**src/rfp_pkg.sv**
```systemverilog
// Package for the response frame parser: frame constants, register map,
// configuration, status and result types. No dependencies.

package rfp_pkg;

  localparam int unsigned ByteW      = 8;
  localparam int unsigned PosW       = 4;
  localparam int unsigned SumW       = 16;
  localparam int unsigned ParamW     = 32;
  localparam int unsigned ErrW       = 5;
  localparam int unsigned ParamBytes = 4;
  localparam int unsigned ApbAddrW   = 4;
  localparam int unsigned ApbDataW   = 32;

  localparam logic [ByteW-1:0] AckCode   = 8'h30;
  localparam logic [ByteW-1:0] NakCode   = 8'h31;
  localparam logic [ByteW-1:0] LastError = 8'h12;
  localparam logic [ErrW-1:0]  InvalidError = 5'd19;

  // Frame byte positions
  localparam logic [PosW-1:0] PosHunt     = 4'd0;
  localparam logic [PosW-1:0] PosStart2   = 4'd1;
  localparam logic [PosW-1:0] PosIdLow    = 4'd2;
  localparam logic [PosW-1:0] PosIdHigh   = 4'd3;
  localparam logic [PosW-1:0] PosParam0   = 4'd4;
  localparam logic [PosW-1:0] PosParam1   = 4'd5;
  localparam logic [PosW-1:0] PosParam2   = 4'd6;
  localparam logic [PosW-1:0] PosParam3   = 4'd7;
  localparam logic [PosW-1:0] PosAckByte  = 4'd8;
  localparam logic [PosW-1:0] PosZeroByte = 4'd9;
  localparam logic [PosW-1:0] PosSumLow   = 4'd10;
  localparam logic [PosW-1:0] PosSumHigh  = 4'd11;
  localparam logic [PosW-1:0] FrameBytes  = 4'd12;

  typedef enum logic [1:0] {
    RegStartOne = 2'd0,
    RegStartTwo = 2'd1,
    RegIdLow    = 2'd2,
    RegIdHigh   = 2'd3
  } reg_idx_e;

  typedef struct packed {
    logic [ByteW-1:0] start_code_one;
    logic [ByteW-1:0] start_code_two;
    logic [ByteW-1:0] device_id_low;
    logic [ByteW-1:0] device_id_high;
  } cfg_t;

  typedef struct packed {
    logic ack;
    logic [ParamW-1:0] param_value;
    logic [ErrW-1:0]   error_code;
    logic header_ok;
    logic ack_byte_ok;
    logic checksum_ok;
  } result_t;

  typedef struct packed {
    logic hunting;  // engine waits for the start byte
    logic last;     // current byte closes the frame
  } eng_status_t;

endpackage

```
**src/rfp_stream_if.sv**
```systemverilog
// Valid/ready channels of the response frame parser: received bytes in,
// decoded results out. Depends on rfp_pkg.

interface rfp_byte_if;
  logic                      valid;
  logic                      ready;
  logic [rfp_pkg::ByteW-1:0] rx_byte;

  modport source (output valid, output rx_byte, input ready);
  modport sink   (input valid, input rx_byte, output ready);
endinterface

interface rfp_result_if;
  logic                       valid;
  logic                       ready;
  logic                       ack;
  logic [rfp_pkg::ParamW-1:0] param_value;
  logic [rfp_pkg::ErrW-1:0]   error_code;
  logic                       header_ok;
  logic                       ack_byte_ok;
  logic                       checksum_ok;

  modport source (output valid, output ack, output param_value, output error_code,
                  output header_ok, output ack_byte_ok, output checksum_ok,
                  input ready);
  modport sink   (input valid, input ack, input param_value, input error_code,
                  input header_ok, input ack_byte_ok, input checksum_ok,
                  output ready);
endinterface

```
**src/rfp_cfg_regs.sv**
```systemverilog
// APB register file of the response frame parser: start codes and device ID.
// Depends on rfp_pkg.

module rfp_cfg_regs (
  input  logic                          clk_i,
  input  logic                          rst_ni,
  input  logic                          psel,
  input  logic                          penable,
  input  logic                          pwrite,
  input  logic [rfp_pkg::ApbAddrW-1:0]  paddr,
  input  logic [rfp_pkg::ApbDataW-1:0]  pwdata,
  output logic [rfp_pkg::ApbDataW-1:0]  prdata,
  output logic                          pready,
  output rfp_pkg::cfg_t                 cfg_o
);
  import rfp_pkg::*;

  cfg_t     cfg_q, cfg_d;
  reg_idx_e idx;
  logic     wr_en;

  assign pready = 1'b1;
  assign idx    = reg_idx_e'(paddr[ApbAddrW-1:2]);
  assign wr_en  = psel && penable && pwrite;

  always_comb begin
    cfg_d = cfg_q;
    if (wr_en) begin
      case (idx)
        RegStartOne: cfg_d.start_code_one = pwdata[ByteW-1:0];
        RegStartTwo: cfg_d.start_code_two = pwdata[ByteW-1:0];
        RegIdLow:    cfg_d.device_id_low  = pwdata[ByteW-1:0];
        RegIdHigh:   cfg_d.device_id_high = pwdata[ByteW-1:0];
        default:     cfg_d = cfg_q;
      endcase
    end
  end

  always_comb begin
    prdata = '0;
    case (idx)
      RegStartOne: prdata[ByteW-1:0] = cfg_q.start_code_one;
      RegStartTwo: prdata[ByteW-1:0] = cfg_q.start_code_two;
      RegIdLow:    prdata[ByteW-1:0] = cfg_q.device_id_low;
      RegIdHigh:   prdata[ByteW-1:0] = cfg_q.device_id_high;
      default:     prdata = '0;
    endcase
  end

  always_ff @(posedge clk_i or negedge rst_ni) begin
    if (!rst_ni) begin
      cfg_q.start_code_one <= 8'h55;
      cfg_q.start_code_two <= 8'hAA;
      cfg_q.device_id_low  <= 8'h01;
      cfg_q.device_id_high <= 8'h00;
    end else begin
      cfg_q <= cfg_d;
    end
  end

  assign cfg_o = cfg_q;

endmodule

```
**src/rfp_frame_engine.sv**
```systemverilog
// Frame tracking and per-byte checks of the response frame parser: byte
// position, running sum, captured fields and check flags. Depends on rfp_pkg.

module rfp_frame_engine (
  input  logic                      clk_i,
  input  logic                      rst_ni,
  input  logic                      step_i,
  input  logic [rfp_pkg::ByteW-1:0] byte_i,
  input  rfp_pkg::cfg_t             cfg_i,
  output rfp_pkg::result_t          res_o,
  output rfp_pkg::eng_status_t      status_o
);
  import rfp_pkg::*;

  logic [PosW-1:0]  pos_q, pos_d;
  logic [SumW-1:0]  sum_q, sum_d;
  logic [ByteW-1:0] param_q [ParamBytes];
  logic [ByteW-1:0] ack_code_q;
  logic [2:0]       flags_q, flags_d;
  logic             hunting;

  assign hunting = (pos_q == PosHunt) || (pos_q >= FrameBytes);

  always_comb begin
    pos_d   = pos_q;
    sum_d   = sum_q;
    flags_d = flags_q;
    if (hunting) begin
      if (byte_i == cfg_i.start_code_one) begin
        pos_d   = PosStart2;
        sum_d   = {{(SumW-ByteW){1'b0}}, byte_i};
        flags_d = 3'b111;
      end else begin
        pos_d = PosHunt;
      end
    end else begin
      case (pos_q)
        PosStart2: if (byte_i != cfg_i.start_code_two) flags_d[0] = 1'b0;
        PosIdLow:  if (byte_i != cfg_i.device_id_low)  flags_d[0] = 1'b0;
        PosIdHigh: if (byte_i != cfg_i.device_id_high) flags_d[0] = 1'b0;
        PosAckByte: begin
          if (byte_i != AckCode && byte_i != NakCode) flags_d[1] = 1'b0;
        end
        PosZeroByte: if (byte_i != '0) flags_d[1] = 1'b0;
        PosSumLow:   if (byte_i != sum_q[ByteW-1:0]) flags_d[2] = 1'b0;
        PosSumHigh:  if (byte_i != sum_q[SumW-1:ByteW]) flags_d[2] = 1'b0;
        default:     flags_d = flags_q;
      endcase
      if (pos_q < PosSumLow) sum_d = sum_q + {{(SumW-ByteW){1'b0}}, byte_i};
      pos_d = (pos_q == PosSumHigh) ? PosHunt : pos_q + 4'd1;
    end
  end

  always_ff @(posedge clk_i or negedge rst_ni) begin
    if (!rst_ni) begin
      pos_q   <= PosHunt;
      sum_q   <= '0;
      flags_q <= 3'b111;
    end else if (step_i) begin
      pos_q   <= pos_d;
      sum_q   <= sum_d;
      flags_q <= flags_d;
    end
  end

  // Captured payload: written within the frame before it is read
  always_ff @(posedge clk_i) begin
    if (step_i && !hunting) begin
      if (pos_q == PosParam0) param_q[0] <= byte_i;
      if (pos_q == PosParam1) param_q[1] <= byte_i;
      if (pos_q == PosParam2) param_q[2] <= byte_i;
      if (pos_q == PosParam3) param_q[3] <= byte_i;
      if (pos_q == PosAckByte) ack_code_q <= byte_i;
    end
  end

  always_comb begin
    res_o.ack         = (ack_code_q == AckCode);
    res_o.param_value = {param_q[3], param_q[2], param_q[1], param_q[0]};
    if (param_q[1] == '0 || param_q[0] > LastError) begin
      res_o.error_code = InvalidError;
    end else begin
      res_o.error_code = param_q[0][ErrW-1:0];
    end
    res_o.header_ok   = flags_d[0];
    res_o.ack_byte_ok = flags_d[1];
    res_o.checksum_ok = flags_d[2];
  end

  assign status_o.hunting = hunting;
  assign status_o.last    = (pos_q == PosSumHigh);

endmodule

```
**src/response_frame_parser_core.sv**
```systemverilog
// Top level of the response frame parser: byte input register, frame engine,
// result register and APB configuration. Depends on rfp_pkg, rfp_stream_if, rfp_cfg_regs and rfp_frame_engine.

// Receives one serial byte per transfer on rx_i and emits one decoded result
// on res_o per 12-byte response frame. Bytes are dropped until one equals
// start_code_one; that byte and the next eleven form the frame. Bytes 1-3
// are checked against start_code_two and the device ID, byte 8 must be ack
// (0x30) or nak (0x31), byte 9 zero, and bytes 10-11 the wrapping 16-bit sum
// of bytes 0-9 (low byte first). A failed check still yields a result, with
// its flag low. A start code inside a frame is plain data. The block takes
// one byte per clock unless rx_i is stalled: a byte lands in an input
// register, is checked and folded into the frame state when it advances,
// and the twelfth byte loads the result register at that same edge, so a
// result is offered from the result register once its last byte advances.
// The result register parts the two sides: input
// transfers continue while a result waits, and only a frame-closing byte
// held behind an untaken result stalls rx_i. Configuration registers sit on
// an APB port at byte addresses 0, 4, 8 and 12 (start_code_one,
// start_code_two, device_id_low, device_id_high); write them while no frame
// is in progress.

module response_frame_parser_core (
  input  logic                          clk_i,
  input  logic                          rst_ni,
  rfp_byte_if.sink                      rx_i,
  rfp_result_if.source                  res_o,
  input  logic                          psel,
  input  logic                          penable,
  input  logic                          pwrite,
  input  logic [rfp_pkg::ApbAddrW-1:0]  paddr,
  input  logic [rfp_pkg::ApbDataW-1:0]  pwdata,
  output logic [rfp_pkg::ApbDataW-1:0]  prdata,
  output logic                          pready
);
  import rfp_pkg::*;

  cfg_t        cfg;
  result_t     eng_res;
  eng_status_t eng_status;

  logic             in_valid_q, in_valid_d;
  logic [ByteW-1:0] in_byte_q;
  logic             out_valid_q, out_valid_d;
  result_t          out_res_q;
  logic             advance;

  rfp_cfg_regs u_cfg (
    .clk_i   (clk_i),
    .rst_ni  (rst_ni),
    .psel    (psel),
    .penable (penable),
    .pwrite  (pwrite),
    .paddr   (paddr),
    .pwdata  (pwdata),
    .prdata  (prdata),
    .pready  (pready),
    .cfg_o   (cfg)
  );

  rfp_frame_engine u_engine (
    .clk_i    (clk_i),
    .rst_ni   (rst_ni),
    .step_i   (advance),
    .byte_i   (in_byte_q),
    .cfg_i    (cfg),
    .res_o    (eng_res),
    .status_o (eng_status)
  );

  // Advance the held byte unless it closes a frame and the result slot is
  // still occupied by an untaken result.
  assign advance = in_valid_q && (!eng_status.last || !out_valid_q || res_o.ready);

  assign rx_i.ready = !in_valid_q || advance;

  always_comb begin
    in_valid_d = in_valid_q;
    if (rx_i.valid && rx_i.ready) begin
      in_valid_d = 1'b1;
    end else if (advance) begin
      in_valid_d = 1'b0;
    end
  end

  always_comb begin
    out_valid_d = out_valid_q;
    if (advance && eng_status.last) begin
      out_valid_d = 1'b1;
    end else if (res_o.ready) begin
      out_valid_d = 1'b0;
    end
  end

  always_ff @(posedge clk_i or negedge rst_ni) begin
    if (!rst_ni) begin
      in_valid_q  <= 1'b0;
      out_valid_q <= 1'b0;
    end else begin
      in_valid_q  <= in_valid_d;
      out_valid_q <= out_valid_d;
    end
  end

  // Payload registers: hold until replaced
  always_ff @(posedge clk_i) begin
    if (rx_i.valid && rx_i.ready) in_byte_q <= rx_i.rx_byte;
    if (advance && eng_status.last) out_res_q <= eng_res;
  end

  assign res_o.valid       = out_valid_q;
  assign res_o.ack         = out_res_q.ack;
  assign res_o.param_value = out_res_q.param_value;
  assign res_o.error_code  = out_res_q.error_code;
  assign res_o.header_ok   = out_res_q.header_ok;
  assign res_o.ack_byte_ok = out_res_q.ack_byte_ok;
  assign res_o.checksum_ok = out_res_q.checksum_ok;

`ifndef ASSERT_OFF
  // A frame-closing byte must always land in the result register
  a_last_loads_result: assert property (@(posedge clk_i) disable iff (!rst_ni)
    advance && eng_status.last |=> out_valid_q)
    else $error("closing byte advanced but no result was loaded");

  // A held byte is never lost or altered while it waits
  a_held_byte_kept: assert property (@(posedge clk_i) disable iff (!rst_ni)
    in_valid_q && !advance |=> in_valid_q && $stable(in_byte_q))
    else $error("held input byte was dropped or overwritten");

  // The frame cannot close while the engine is hunting
  a_last_not_hunting: assert property (@(posedge clk_i) disable iff (!rst_ni)
    eng_status.last |-> !eng_status.hunting)
    else $error("frame end flagged while hunting");
`endif

endmodule
```
**src/flat_wrapper.sv**
```systemverilog
// flat-port wrapper written by rule: the top's interface ports become plain ports
module response_frame_parser_core_flat import rfp_pkg::*;
  (clk_i, rst_ni, psel, penable, pwrite, paddr, pwdata, prdata, pready, rx_i_valid, rx_i_rx_byte, rx_i_ready, res_o_valid, res_o_ack, res_o_param_value, res_o_error_code, res_o_header_ok, res_o_ack_byte_ok, res_o_checksum_ok, res_o_ready);
  rfp_byte_if rx_i_i ();
  rfp_result_if res_o_i ();
  input  logic clk_i;
  input  logic rst_ni;
  input  logic psel;
  input  logic penable;
  input  logic pwrite;
  input  logic [rfp_pkg::ApbAddrW-1:0] paddr;
  input  logic [rfp_pkg::ApbDataW-1:0] pwdata;
  output logic [rfp_pkg::ApbDataW-1:0] prdata;
  output logic pready;
  input wire logic [$bits(rx_i_i.valid)-1:0] rx_i_valid;
  input wire logic [$bits(rx_i_i.rx_byte)-1:0] rx_i_rx_byte;
  output wire logic [$bits(rx_i_i.ready)-1:0] rx_i_ready;
  output wire logic [$bits(res_o_i.valid)-1:0] res_o_valid;
  output wire logic [$bits(res_o_i.ack)-1:0] res_o_ack;
  output wire logic [$bits(res_o_i.param_value)-1:0] res_o_param_value;
  output wire logic [$bits(res_o_i.error_code)-1:0] res_o_error_code;
  output wire logic [$bits(res_o_i.header_ok)-1:0] res_o_header_ok;
  output wire logic [$bits(res_o_i.ack_byte_ok)-1:0] res_o_ack_byte_ok;
  output wire logic [$bits(res_o_i.checksum_ok)-1:0] res_o_checksum_ok;
  input wire logic [$bits(res_o_i.ready)-1:0] res_o_ready;
  assign rx_i_i.valid = rx_i_valid;
  assign rx_i_i.rx_byte = rx_i_rx_byte;
  assign rx_i_ready = rx_i_i.ready;
  assign res_o_valid = res_o_i.valid;
  assign res_o_ack = res_o_i.ack;
  assign res_o_param_value = res_o_i.param_value;
  assign res_o_error_code = res_o_i.error_code;
  assign res_o_header_ok = res_o_i.header_ok;
  assign res_o_ack_byte_ok = res_o_i.ack_byte_ok;
  assign res_o_checksum_ok = res_o_i.checksum_ok;
  assign res_o_i.ready = res_o_ready;
  response_frame_parser_core u_core (.clk_i(clk_i), .rst_ni(rst_ni), .rx_i(rx_i_i), .res_o(res_o_i), .psel(psel), .penable(penable), .pwrite(pwrite), .paddr(paddr), .pwdata(pwdata), .prdata(prdata), .pready(pready));
endmodule
```
**config.mk**
```make
export PLATFORM = sky130hd
export DESIGN_NAME = response_frame_parser_core_flat
export DESIGN_NICKNAME = d
export VERILOG_FILES = /design/src/rfp_pkg.sv /design/src/rfp_stream_if.sv /design/src/rfp_cfg_regs.sv /design/src/rfp_frame_engine.sv /design/src/response_frame_parser_core.sv /design/src/flat_wrapper.sv
export SDC_FILE = /design/constraint.sdc
export NUM_CORES = 1
export LEC_CHECK = 0
export BUFFER_PORTS_ARGS = -buffer_cell sky130_fd_sc_hd__buf_2
export CELL_PAD_IN_SITES_DETAIL_PLACEMENT = 0
export CELL_PAD_IN_SITES_GLOBAL_PLACEMENT = 1
export CORE_MARGIN = 4
export CORE_UTILIZATION = 30
export DETAILED_ROUTE_END_ITERATION = 8
export PLACE_DENSITY = 0.66
export SYNTH_ARGS = -nofsm -noshare
export SYNTH_HDL_FRONTEND = slang
export SYNTH_SLANG_ARGS = --single-unit
```
**constraint.sdc**
```tcl
create_clock -name clk_i -period 5.4 [get_ports clk_i]
set_clock_uncertainty 0.15 [all_clocks]
set_input_delay 1.08 -clock clk_i [delete_from_list [all_inputs] [get_ports clk_i]]
set_output_delay 1.08 -clock clk_i [all_outputs]
set_load 0.005 [all_outputs]
```
==> impl_metrics.yaml <==
route:
  drt_pre_antenna_iters: 4
  wire_per_inst_um: 16.7
  drc: 0
  viasPerCell: 4.73
  vias: 4048
  drt-total-wl_mm: 14.3
  ant_nets: 0
  drt_iter0_drc: 206
yosys:
  synth_largest_area_cell: "edfxtp_1"
  syn_area_mm2: 0.00688
  postSynthCellCount: 478
  synth_most_common_cell: "edfxtp_1"
  ys_types: 69
  ys.flop_type: "edfxtp_1"
  async_reset_ff_share_pct: 39.0
  yosys-top-cells-count: "edfxtp_1 (89), dfrtp_1 (45), mux2_2 (33)"
  ys_seq_area_share_pct: 59.8
  synthTopCellsByArea: "edfxtp_1 (39%), dfrtp_1 (16%), mux2_2 (5.4%), dfstp_2 (4.6%), buf_4 (3.1%)"
  synth_warnings: 0
  synth-seq-cells: 146
  synth_top_area_share_pct: 38.8
  synth.avg_cell_area_um2: 14.4
  synth_edf_count: 89
worst_setup_path:
  arrival_ns: 2.11
  path_class: "input pin to output pin"
  cp_max_fo: 11
  critPathCaptureType: "output pin"
  critPathLaunchType: "input pin"
  required_ns: 4.17
power_and_ir_drop:
  p_total_mw: 3.70
  p_seq_share_pct: 41.5
  clkPwrFrac_pct: 31.6
  p_sw_share_pct: 31.2
  switchingPower_mw: 1.15
  peakVddDrop_v: 0.000208
  pwr-share-comb_pct: 26.9
  p_leak_nw: 3.13
  internal_power_mw: 2.54
  powerDensity_mw_per_mm2: 461
status:
  outcome: "complete, no violations"
clock_network:
  insertion_delay_ns: 0.42
  hold_buffers: 0
  clk_pin_slew_ns: 0.06
  cts_htree_levels: 4
  clockBufferDepth: 2
  cts_root_buffer: "clkbuf_16"
  postCtsSetupBuffers: 0
  clock_sinks: 146
  cts.repair.resized: 0
  cts_buffers: 17
  cts_tree: "done"
global_route:
  gr-total-overflow: 0
  grt_max_degree: 58
  grt_pass1_wl_mm: 23.1
  track_usage_pct: 11.5
  grt_pass1_vias: 4269
  antenna_found_initial: 0
timing:
  clock.fmax_mhz: 299
  setup_ws_ns: 2.06
  worstMarginPinSlew_ns: 1.17
  drv_slew: 0
  rsz0062_at_grt: "false"
  finalHoldViolations: 0
  fin_crit_sh_pct: 61.9
  fin_setup_tns_ns: 0
  period_minus_slack_ns: 3.34
  slew_headroom_pct: 21.5
  setup_viol: 0
placed_design:
  postPlaceCellArea_mm2: 0.00744
  post-place-ws_ns: 2.05
  dp_hpwl_mm: 10.0
  gp_congestion: 0.806
  place.port_buffers: 75
floorplanning:
  start_util_pct: 30.5
  io_pins: 127
  fp.dieW_um: 159
  rows: 55
  coreArea_mm2: 0.0226
  die-area_mm2: 0.0254
  die_y_um: 159
final_layout:
  antenna_cells: 0
  nets: 622
  design_area_mm2: 0.00803
  fillers: 2167
  area_growth_pct: 16.7
  drive_gt1_share_pct: 34.9
  fin_util_pct: 35.6
flow_run:
  maxCapViolCount: 0
hold_path:
  min_path_type: "flop to flop"
-- metal layers --
layer | global-route usage [%] | wire length (um) | vias to the layer above
li1 | - | - | 1889
met2 | 18.8 | 6830 | 119
met1 | 14.3 | 6450 | 2018
met4 | 3.79 | 224 | 0
met5 | 0 | 0 | -
met3 | 3.83 | 819 | 22
-- cell type report --
cell class / instances / area [um^2] / area share, %
clock inverters: 13 / 153 / 1.90
well taps: 285 / 357 / 4.44
repair buffers: 82 / 428 / 5.33
multi-input cells: 300 / 2500 / 31.2
flip-flops and latches: 146 / 4110 / 51.2
inverters: 11 / 41.3 / 0.514
clock buffers: 19 / 433 / 5.39
-- cell usage in the layout (no fill, tap or decap), types with 3 or more instances in the layout --
cell type / n
inv_1: 11
inv_6: 4
ha_1: 12
a21o_1: 3
mux4_2: 8
buf_2: 75
dfrtp_1: 45
clkbuf_16: 17
and3_1: 6
xnor2_1: 22
nor2_1: 16
o21ai_0: 17
mux2_2: 33
dfstp_2: 12
nand4_1: 5
nor4_1: 9
buf_4: 7
o21ai_2: 3
nor3_1: 8
or2_2: 5
o21a_1: 3
nand2b_1: 6
nand3_1: 7
xnor2_2: 3
conb_1: 25
edfxtp_1: 89
mux2_4: 8
xor2_1: 23
and2_1: 6
clkinv_4: 3
a211oi_1: 3
nand2_1: 15
a21oi_1: 4
-- critical path: stages --
cell and delay, ns:
buf_2 0.31, mux4_2 0.57, buf_2 0.15
-- sequential cells by signal, indices dropped and copies added, names as in the netlist, 3 cells and up --
signal and flops:
res_o_param_value 16, u_core.in_byte_q 8, u_core.res_o.error_code 5, u_core.res_o.param_value 16
u_core.u_cfg.cfg_o 32, u_core.u_engine.ack_code_q 8, u_core.u_engine.flags_q 3, u_core.u_engine.param_q 32
u_core.u_engine.pos_q 4, u_core.u_engine.sum_q 16
-- kinds of logic after synthesis --
family | count (synthesis) | share of synthesized area, %
compound gates | 58 | 6.89
xor+xnor | 48 | 6.44
fa+ha+maj | 13 | 2.47
buf+inv | 55 | 5.20
flops | 146 | 59.8
mux | 50 | 9.91
other cells | 2 | 0.109
simple gates | 106 | 9.18
-- per-stage QoR --
stage | hold slack, ns | std cells
2_1_floorplan | 0.250 | 501
3_3_place_gp | 0.262 | 824
3_5_place_dp | 0.255 | 824
4_1_cts | 0.270 | 856
5_1_grt | 0.287 | 856
6_report | 0.268 | 856
-- path summary, 6_finish.rpt --
| kind | start | to | slack, ns | cells past startpoint |
|---|---|---|---|---|
| max reg2reg | u_core.in_byte_q[0]$_DFFE_PP_ | u_core.u_engine.sum_q[6]$_DFFE_PN0P_ | 2.43 | 7 |
| min reg2reg | u_core.u_engine.param_q[2][2]$_DFFE_PP_ | res_o_param_value[18]$_DFFE_PP_ | 0.27 | 0 |
| max | paddr[2] | prdata[2] | 2.06 | 3 |
| min | u_core.u_engine.param_q[2][2]$_DFFE_PP_ | res_o_param_value[18]$_DFFE_PP_ | 0.27 | 0 |
| min in group asynchronous | rst_ni | u_core.u_cfg.cfg_o[16]$_DFFE_PN0P_ | 0.67 | 2 |
| max in group asynchronous | rst_ni | u_core.u_engine.sum_q[11]$_DFFE_PN0P_ | 3.93 | 2 |
-- power by group through the flow --
| stage | sequential, mW | clock (mW) | combinational (mW) |
|---|---|---|---|
| 6_report | 1.54 | 1.17 | 0.994 |
| 5_1_grt | 1.56 | 1.25 | 1.10 |
| 4_1_cts | 1.53 | 1.20 | 1.00 |
| 3_5_place_dp | 1.55 | 0 | 0.992 |
| 3_3_place_gp | 1.54 | 0 | 0.970 |
| 2_1_floorplan | 1.49 | 0 | 0.840 |
Note: power is estimated with default switching activity, not from simulation.
